`config.mk`:
```
export PLATFORM = sky130hd
export DESIGN_NAME = ghm_subkey
export DESIGN_NICKNAME = d
export VERILOG_FILES = /design/src/sv/ghm_pkg.sv /design/src/sv/ghm_subkey.sv
export SDC_FILE = /design/constraint.sdc
export NUM_CORES = 1
export LEC_CHECK = 0
export BUFFER_PORTS_ARGS = -buffer_cell sky130_fd_sc_hd__buf_2
export CAP_MARGIN = 15
export CORE_AREA = 5 5 135 137
export DETAILED_ROUTE_END_ITERATION = 12
export DIE_AREA = 0 0 140 142
export GPL_TIMING_DRIVEN = 1
export PLACE_DENSITY = 0.65
export SLEW_MARGIN = 20
export SYNTH_ARGS = -nofsm -noshare
export SYNTH_HDL_FRONTEND = slang
export SYNTH_SLANG_ARGS = --single-unit
export TNS_END_PERCENT = 1
```
`constraint.sdc`:
```
create_clock -name clk -period 1 [get_ports clk]
set_clock_uncertainty 0.15 [all_clocks]
set_input_delay 0.05 -clock clk [delete_from_list [all_inputs] [get_ports clk]]
set_output_delay 0.05 -clock clk [all_outputs]
set_load 0.05 [all_outputs]
```
`src/sv/ghm_pkg.sv`:
```
// Package for the GF(2^128) GHASH multiplier: shared types and constants.
// Used by ghm_subkey, ghm_cell and gf128_ghash_multiply_top; depends on nothing.
package ghm_pkg;

    localparam int BLOCK_W = 128;
    localparam int HALF_W = 64;
    localparam int REG_INDEX_W = 8;

    localparam logic [REG_INDEX_W-1:0] REG_SUBKEY_HIGH = 8'd0;
    localparam logic [REG_INDEX_W-1:0] REG_SUBKEY_LOW = 8'd1;

    // Reduction by x^128 + x^7 + x^2 + x + 1 in the reflected bit order of GCM.
    localparam logic [7:0] FOLD_BYTE = 8'hE1;

    typedef logic [BLOCK_W-1:0] gf128_t;

    typedef struct packed {
        gf128_t x;
        gf128_t v;
        gf128_t acc;
    } ghm_work_t;

endpackage

```
`src/sv/ghm_subkey.sv`:
```
// Hash subkey register pair, written through the plain configuration port.
// Depends on ghm_pkg.
module ghm_subkey
(
    input  logic                            clk,
    input  logic                            rst_n,
    input  logic                            wr_en,
    input  logic [ghm_pkg::REG_INDEX_W-1:0] wr_index,
    input  logic [ghm_pkg::HALF_W-1:0]      wr_data,
    output ghm_pkg::gf128_t                 subkey
);

    logic [ghm_pkg::HALF_W-1:0] high_reg;
    logic [ghm_pkg::HALF_W-1:0] high_next;
    logic [ghm_pkg::HALF_W-1:0] low_reg;
    logic [ghm_pkg::HALF_W-1:0] low_next;

    always_comb
    begin
        high_next = high_reg;
        low_next = low_reg;
        if (wr_en && (wr_index == ghm_pkg::REG_SUBKEY_HIGH))
        begin
            high_next = wr_data;
        end
        if (wr_en && (wr_index == ghm_pkg::REG_SUBKEY_LOW))
        begin
            low_next = wr_data;
        end
    end

    always_ff @(posedge clk or negedge rst_n)
    begin
        if (!rst_n)
        begin
            high_reg <= '0;
            low_reg <= '0;
        end
        else
        begin
            high_reg <= high_next;
            low_reg <= low_next;
        end
    end

    assign subkey = {high_reg, low_reg};

endmodule

```
==> flow_summary.yaml <==
floorplanning:
  rows: 48
  start_util_pct: 30.1
  pin_count: 203
  die_h_um: 142
  dieArea_um2: 19900
  core-area_um2: 16900
  die_w_um: 140
global_routing:
  first_global_vias: 4158
  antenna_found_initial: 1
  grt_use_total_pct: 15.1
  grt_max_degree: 39
  grt_overflow: 0
  grt_pass1_wl_mm: 23.6
placement:
  dpl.hpwl_mm: 8.62
  gp_congestion: 0.773
  port-buffer-count: 202
  placed_cells: 699
cts:
  cts_max_level: 4
  cts-root-buf: "clkbuf_16"
  cts_sinks: 128
  numCtsBuffers: 17
  clock_latency_ns: 0.40
  cts_tree: "built"
  clock_tree.buffer_depth: 2
  cts_hold_buf: 65
  clk_pin_slew_ns: 0.06
timing:
  tightest_slew_ns: 0.366
  setup_violations: 256
  period_needed_ns: 1.56
  hold_ws_ns: -0.0449
  rsz0062_at_grt: "yes"
  finalHoldViolations: 16
  finalCritPeriodShare_pct: 156
  slew_headroom_pct: 75.6
  slew_viol_final: 0
  clock.fmax_mhz: 640
  post-route-worst-setup-slack_ns: -0.561
power:
  powerDensity_nw_per_um2: 1630
  p_leak_nw: 4.56
  ir_drop_mv: 1.04
route:
  drc: 0
  vias: 3506
  ant_nets: 0
  first_iter_violations: 86
  via_per_inst: 4.36
  wirelength_mm: 14.7
  dr.pass1.iters: 4
  wire_per_inst_um: 18.3
synthesis:
  synth_area_um2: 5100
  yosysWarnings: 0
  synth_most_common_cell: "dfrtp_1"
  syn_area_per_cell_um2: 18.6
  synth_edf_count: 0
  synth_seq_area_share_pct: 62.9
  synthFlopType: "dfrtp_1"
  syn_inst: 274
  synth_area_leaders: "dfrtp_1 63%, mux2_4 18%, mux2_2 14%"
  synth.top_cell.area_share_pct: 62.9
  yosysUniqueCellTypes: 11
  async_flop_share_pct: 100
  synthTopCellsByCount: "128 x dfrtp_1, 63 x mux2_2, 60 x mux2_4"
  syn-num-nets: 349
  ys_seq_elements: 128
  synth_top_cell_by_area: "dfrtp_1"
critical_path:
  reg2reg_depth: 1
  r2r_end: "high_reg[35]"
  crit_path_start_kind: "input port"
  worstPathCellList: "buf_6 > or4b_4 > or3_4 > buf_12 > mux2_4"
  arrival_ns: 1.70
  cp-end-kind: "register"
  rr_startpoint: "high_reg[35]"
  crit_required_ns: 1.14
  reg2reg_slack_ns: 0.04
  crit_slowest_cell: "or4b_4"
  crit_family: "simple AND/OR/NAND/NOR gates"
  crit_path_max_fanout: 35
  cpPeakStageDelay_ns: 0.55
  path_buf_inv: 2
  crit_type: "in -> reg"
cells_and_area:
  fin_util_pct: 51.8
  drive_gt1_share_pct: 65.7
  layout.cells.non_filler: 805
  nets: 640
  area_growth_pct: 72.1
worst_hold_path:
  hold_path.class: "in -> async"
job:
  drv_cap: 0
outcome:
  violations: "negative hold slack, negative setup slack"
  status: "complete, but fails checks"
[final cells by class]
cell class                 count  area [µm²]
antenna                        2        5.00
clock buffer                  18         429
clock inverter                14         166
fill                        1353        8170
inverter                       1        3.75
multi-input combinational    132        1870
sequential                   128        3200
tap                          225         282
timing repair buffer         285        2810
[worst max path at each step]
stage           startpoint            to  slack, ns  depth (start not counted)
2_1_floorplan  wr_index[6]   low_reg[10]      -0.84                          5
3_3_place_gp   wr_index[6]  high_reg[32]      -0.96                          5
3_5_place_dp   wr_index[6]  high_reg[20]      -0.99                          5
4_1_cts        wr_index[1]   high_reg[8]      -0.53                          7
5_1_grt        wr_index[1]  high_reg[62]      -0.60                          7
6_report       wr_index[6]   low_reg[26]      -0.56                          5
[logic make-up after synthesis]
| group | after synthesis | synth area share [%] |
|---|---|---|
| buf+inv | 14 | 3.41 |
| flops | 128 | 62.9 |
| mux | 128 | 32.7 |
| simple gates | 4 | 1.03 |
[routing by layer]
| layer | up-vias | part of all wire, % | track usage, % |
|---|---|---|---|
| met4 | 0 | 1.8 | 5.05 |
| met3 | 21 | 5.7 | 4.97 |
| met5 | - | 0 | 0 |
| met2 | 123 | 55 | 26.9 |
| li1 | 1564 | - | - |
| met1 | 1798 | 38 | 17.1 |
[placed cells by master (no fill, tap or decap), drive strengths merged]
cell | synthesis | layout
diode | 0 | 2
or4 | 1 | 1
buf | 13 | 220
mux2 | 128 | 128
or3 | 1 | 1
dfrtp | 128 | 128
clkinvlp | 0 | 4
dlygate4sd3 | 0 | 65
inv | 1 | 2
clkbuf | 0 | 18
bufinv | 0 | 3
clkinv | 0 | 6
nor3 | 1 | 1
or4b | 1 | 1
[power breakdown]
group	leakage [nW]	switching, mW	internal [mW]
Sequential	1.76	0.204	5.43
Combinational	2.52	1.32	1.07
Clock	0.282	2.31	3.91
[per-stage QoR]
step	TNS [ns]	setup slack, ns	total power, mW	instance area, µm²
global route	-94.98	-0.601	14.8	8770
finish	-87.29	-0.561	14.3	8770
global placement	-118.16	-0.962	7.44	6380
CTS	-86.32	-0.527	14.4	8750
floorplan	-102.20	-0.842	6.82	5100
detailed placement	-120.53	-0.986	7.48	6380
[timing repair]
action | in CTS | in global routing
pin swaps | 1 | 0
resized for setup | 300 | 5
gates cloned | 4 | 0
hold endpoints to repair | 256 | 16
buffers inserted | 3 | 0
setup endpoints to repair | 256 | 256
(Power assumes the default switching activity.)
