<file path="src/sv/ghm_pkg.sv">
// Package for the GF(2^128) GHASH multiplier: shared types and constants.
// Used by ghm_subkey, ghm_cell and gf128_ghash_multiply_top; depends on nothing.
package ghm_pkg;

    localparam int BLOCK_W = 128;
    localparam int HALF_W = 64;
    localparam int REG_INDEX_W = 8;

    localparam logic [REG_INDEX_W-1:0] REG_SUBKEY_HIGH = 8'd0;
    localparam logic [REG_INDEX_W-1:0] REG_SUBKEY_LOW = 8'd1;

    // Reduction by x^128 + x^7 + x^2 + x + 1 in the reflected bit order of GCM.
    localparam logic [7:0] FOLD_BYTE = 8'hE1;

    typedef logic [BLOCK_W-1:0] gf128_t;

    typedef struct packed {
        gf128_t x;
        gf128_t v;
        gf128_t acc;
    } ghm_work_t;

endpackage

</file>
<file path="src/sv/ghm_cell.sv">
// One cell of the multiplier chain: handles CELL_BITS bits of the block per beat
// and hands the partial product, shifted subkey and remaining bits on. Depends on ghm_pkg.
module ghm_cell
#(
    parameter int CELL_BITS = 8
)
(
    input  logic               clk,
    input  logic               rst_n,
    input  logic               up_valid,
    input  ghm_pkg::ghm_work_t up_data,
    output logic               up_ready,
    output logic               dn_valid,
    output ghm_pkg::ghm_work_t dn_data,
    input  logic               dn_ready
);

    logic               valid_reg;
    logic               valid_next;
    ghm_pkg::ghm_work_t data_reg;
    ghm_pkg::ghm_work_t data_next;

    always_comb
    begin
        ghm_pkg::gf128_t acc_w;
        ghm_pkg::gf128_t v_w;
        logic            carry;
        acc_w = up_data.acc;
        v_w = up_data.v;
        for (int i = 0; i < CELL_BITS; i++)
        begin
            if (up_data.x[ghm_pkg::BLOCK_W-1-i])
            begin
                acc_w = acc_w ^ v_w;
            end
            carry = v_w[0];
            v_w = v_w >> 1;
            if (carry)
            begin
                v_w[ghm_pkg::BLOCK_W-1 -: 8] = v_w[ghm_pkg::BLOCK_W-1 -: 8] ^ ghm_pkg::FOLD_BYTE;
            end
        end
        data_next.x = up_data.x << CELL_BITS;
        data_next.v = v_w;
        data_next.acc = acc_w;
    end

    assign up_ready = !valid_reg || dn_ready;
    assign valid_next = up_ready ? up_valid : valid_reg;

    always_ff @(posedge clk or negedge rst_n)
    begin
        if (!rst_n)
        begin
            valid_reg <= 1'b0;
        end
        else
        begin
            valid_reg <= valid_next;
        end
    end

    always_ff @(posedge clk)
    begin
        if (up_ready && up_valid)
        begin
            data_reg <= data_next;
        end
    end

    assign dn_valid = valid_reg;
    assign dn_data = data_reg;

endmodule
</file>
<file path="config.mk">
export PLATFORM = sky130hd
export DESIGN_NAME = ghm_cell
export DESIGN_NICKNAME = d
export VERILOG_FILES = /design/src/sv/ghm_pkg.sv /design/src/sv/ghm_cell.sv
export SDC_FILE = /design/constraint.sdc
export NUM_CORES = 1
export LEC_CHECK = 0
export ABC_AREA = 1
export CAP_MARGIN = 20
export CORE_MARGIN = 3
export CORE_UTILIZATION = 24
export CTS_BUF_LIST = sky130_fd_sc_hd__clkbuf_16
export CTS_CLUSTER_DIAMETER = 60
export DETAILED_ROUTE_END_ITERATION = 12
export DONT_BUFFER_PORTS = 1
export PLACE_DENSITY = 0.36
export SLEW_MARGIN = 10
export SYNTH_ARGS = -nofsm -noshare
export SYNTH_HDL_FRONTEND = slang
export SYNTH_SLANG_ARGS = --single-unit
export TNS_END_PERCENT = 1
</file>
<file path="constraint.sdc">
create_clock -name clk -period 20.3 [get_ports clk]
set_input_delay 1.015 -clock clk [delete_from_list [all_inputs] [get_ports clk]]
set_output_delay 1.015 -clock clk [all_outputs]
set_load 0.01 [all_outputs]
</file>
==> summary.txt <==
CTS
  – TritonCTS Sinks: 377
  – CTS tree: done
  – Clock H-tree levels: 2
  – Clock-pin slew on the worst setup and hold paths: 0.06 ns
  – Root buffer cell: clkbuf_16
  – Postcts setup bufs: 0
  – Clock Path Buffers: 3
  – Skew-Pair Late Insertion Delay: 0.64 ns
  – Post_cts resized: 0
  – Hold buffer count at CTS: 0
  – Clock buffer count from CTS: 57

Routing
  – Drt pass-1 iters: 5
  – DR DRC count: 0
  – Vias per Instance: about 4.2
  – Via count: roughly 21000
  – Total wire length: between 100 and 150 mm
  – Routed Antenna Nets: 0
  – Wirelength per Cell: 20.8 um
  – Drt first-iter violations: 1236

STA
  – Final Critical Period: around 4.3 ns
  – Final hold viol count: 0
  – Setup TNS: 0 ns
  – RSZ-0062 raised after global routing: false
  – Max Clock Skew: 0.0262 ns
  – Hold Slack: 0.0677 ns
  – Max-slew violation count: 0
  – Worst-Margin Slew: around 0.96 ns
  – Setup violations, final: 0
  – Slew headroom: 0.359
  – Fin crit share: 0.214
  – FMAX: 0.230 GHz

Worst setup path
  – Startpoint types: flop
  – Slowest CP cell: buf_4
  – Critical path cell sequence: a21oi_4 > buf_4 > buf_4 > buf_4 > buf_4
  – Worst EP required: 20.56 ns
  – Worst stage delay on the critical path: 0.82 ns
  – Crit path max fanout: 73
  – CP Class: flop to flop
  – Most frequent CP cell: buf_4
  – Buffers & Inverters on Critical Path: 4
  – Worst endpoint data arrival time: 4.61 ns
  – CP endpoint kind: flop
  – CP delay by family, top: buffers and inverters

Die
  – Row count: 125
  – IO Count: 774
  – Die Wd: 348 um
  – Die Y: 348 um
  – Initial core utilization: 0.242
  – Die area: 121000 sq um
  – Core area: 116000 sq um

Final layout
  – Cell area after layout: 30900 sq um
  – Final #Nets: 3901
  – Filler instances: ~12000
  – Layout cells sized above 1: 0.0478
  – Synth-to-Final Area Change: 9.86%
  – Finished Layout Cells: 5089

Run
  – Number of max-cap violations: 0

Placed design
  – Final HPWL DP: between 70 and 80 mm
  – Cells after DPL: around 5000
  – Number of port buffers: 0
  – Placement Cell Area: 29000 sq um
  – Placer Congestion: 0.786

Pwr
  – Total power: about 2.5 mW
  – Worst VDD drop: 0.0555 mV
  – P_leak: roughly 13 nW
  – Power per cell area: 82.0 nW/um^2

Logic synthesis
  – Synth top area share: 0.401
  – Ranking of synthesized cells by area: edfxtp_1, xnor2_1, nand2_1, inv_1, nand3_1
  – Mapped Cells: between 3000 and 4000
  – Ys Warns: 0
  – Avg Inst Size Synth: ~7.6 sq um
  – Seq/Total Area, Yosys: 0.402
  – FFs w/ async S/R, synth: 0.00265
  – EDFF count, synth: 376
  – Synth cell count leaders: nand2_1, xnor2_1, edfxtp_1
  – Flop and latch count out of synthesis: 377
  – Yosys cell types: 22
  – Most common cell in the synthesized netlist: nand2_1
  – Synth Cell Area: 28100 sq um
  – Largest area contributor in the netlist: edfxtp_1
  – Predominant post-synthesis flop cell: edfxtp_1

Hold path
  – Worst min-delay path category: input port to asynchronous set/reset pin

Outcome
  – Status: completed

GRT
  – Initial antenna violation count: 25
  – Largest net degree at the start of global routing: 135
  – Number of global-route vias before repair: 20400
  – GRT overflow: 0
  – GRT Util Overall: 0.167
  – First-pass GRT wire length: between 150 and 200 mm
-- metrics by stage --
| stage | utilization | setup slack, ns |
|---|---|---|
| after floorplan | - | 7.78 |
| after global placement | 0.250 | 15.34 |
| after detailed placement | 0.250 | 15.36 |
| after CTS | 0.266 | 15.92 |
| after global routing | 0.266 | 15.67 |
| final | 0.266 | 15.95 |
-- cell type report --
cell class	count	area, sq um	share of cell area
timing repair buffer	6	45.0	0.00146
clock buffer	57	1430	0.0461
antenna	5	12.5	0.000405
sequential	377	11300	0.366
multi-input combinational	2746	14600	0.471
clock inverter	49	440	0.0142
inverter	325	1220	0.0395
tap	1524	1910	0.0617
-- per-layer routing --
| layer | up-vias | part of all wire | GRT usage |
|---|---|---|---|
| met3 | 131 | 0.074 | 0.0465 |
| met1 | 9762 | 0.41 | 0.202 |
| li1 | 10800 | - | - |
| met4 | 4 | 0.024 | 0.0378 |
| met2 | 624 | 0.50 | 0.295 |
| met5 | - | 0.00021 | 0 |
-- cells in the final DEF (no fill, tap or decap), drive strengths merged --
cell type / netlist / layout
nor2: 39 / 39
or2: 113 / 113
clkinv: 1 / 14
dfrtp: 1 / 1
diode: 0 / 5
o21ai: 8 / 8
edfxtp: 376 / 376
clkbuf: 159 / 57
xnor2: 708 / 708
nand3b: 5 / 5
nand2: 1648 / 1648
buf: 86 / 6
xor2: 29 / 29
conb: 1 / 8
a21oi: 2 / 2
inv: 324 / 355
clkinvlp: 0 / 3
bufinv: 0 / 2
nand3: 186 / 186
-- logic make-up after synthesis --
group	Yosys count	share of synthesized area
other	1	0.000133
DFF	377	0.402
and+or+nand+nor	1991	0.285
buffers and inverters	570	0.0822
xor gates and xnor gates	737	0.229
AOI/OAI and AO/OA	10	0.00178
-- sequential cells by signal (all words and copies together) (netlist names) --
name      flops
dn_data     376
dn_valid      1
-- worst paths after layout --
kind / to / slack (ns) / depth (start not counted) / start
worst min-delay path: dn_valid$_DFFE_PN0N_ / 0.07 / 0 / rst_n
worst max register to register: dn_data[147]$_DFFE_PP_ / 15.95 / 5 / dn_valid$_DFFE_PN0N_
min in group clk: dn_data[368]$_DFFE_PP_ / 0.47 / 0 / up_data[360]
max in group asynchronous: dn_valid$_DFFE_PN0N_ / 20.17 / 0 / rst_n
worst min register to register: dn_valid$_DFFE_PN0N_ / 0.74 / 2 / dn_valid$_DFFE_PN0N_
worst max-delay path: dn_data[147]$_DFFE_PP_ / 15.95 / 5 / dn_valid$_DFFE_PN0N_
-- report_power, final --
part	switching (mW)	leakage (nW)	internal [mW]	total (mW)
Sequential	0.0743	3.58	0.960	1.03
Clock	0.409	0.955	0.552	0.962
Combinational	0.304	8.61	0.236	0.541
Total	0.788	13.1	1.75	2.54
Power figures use the tool's default switching activity.
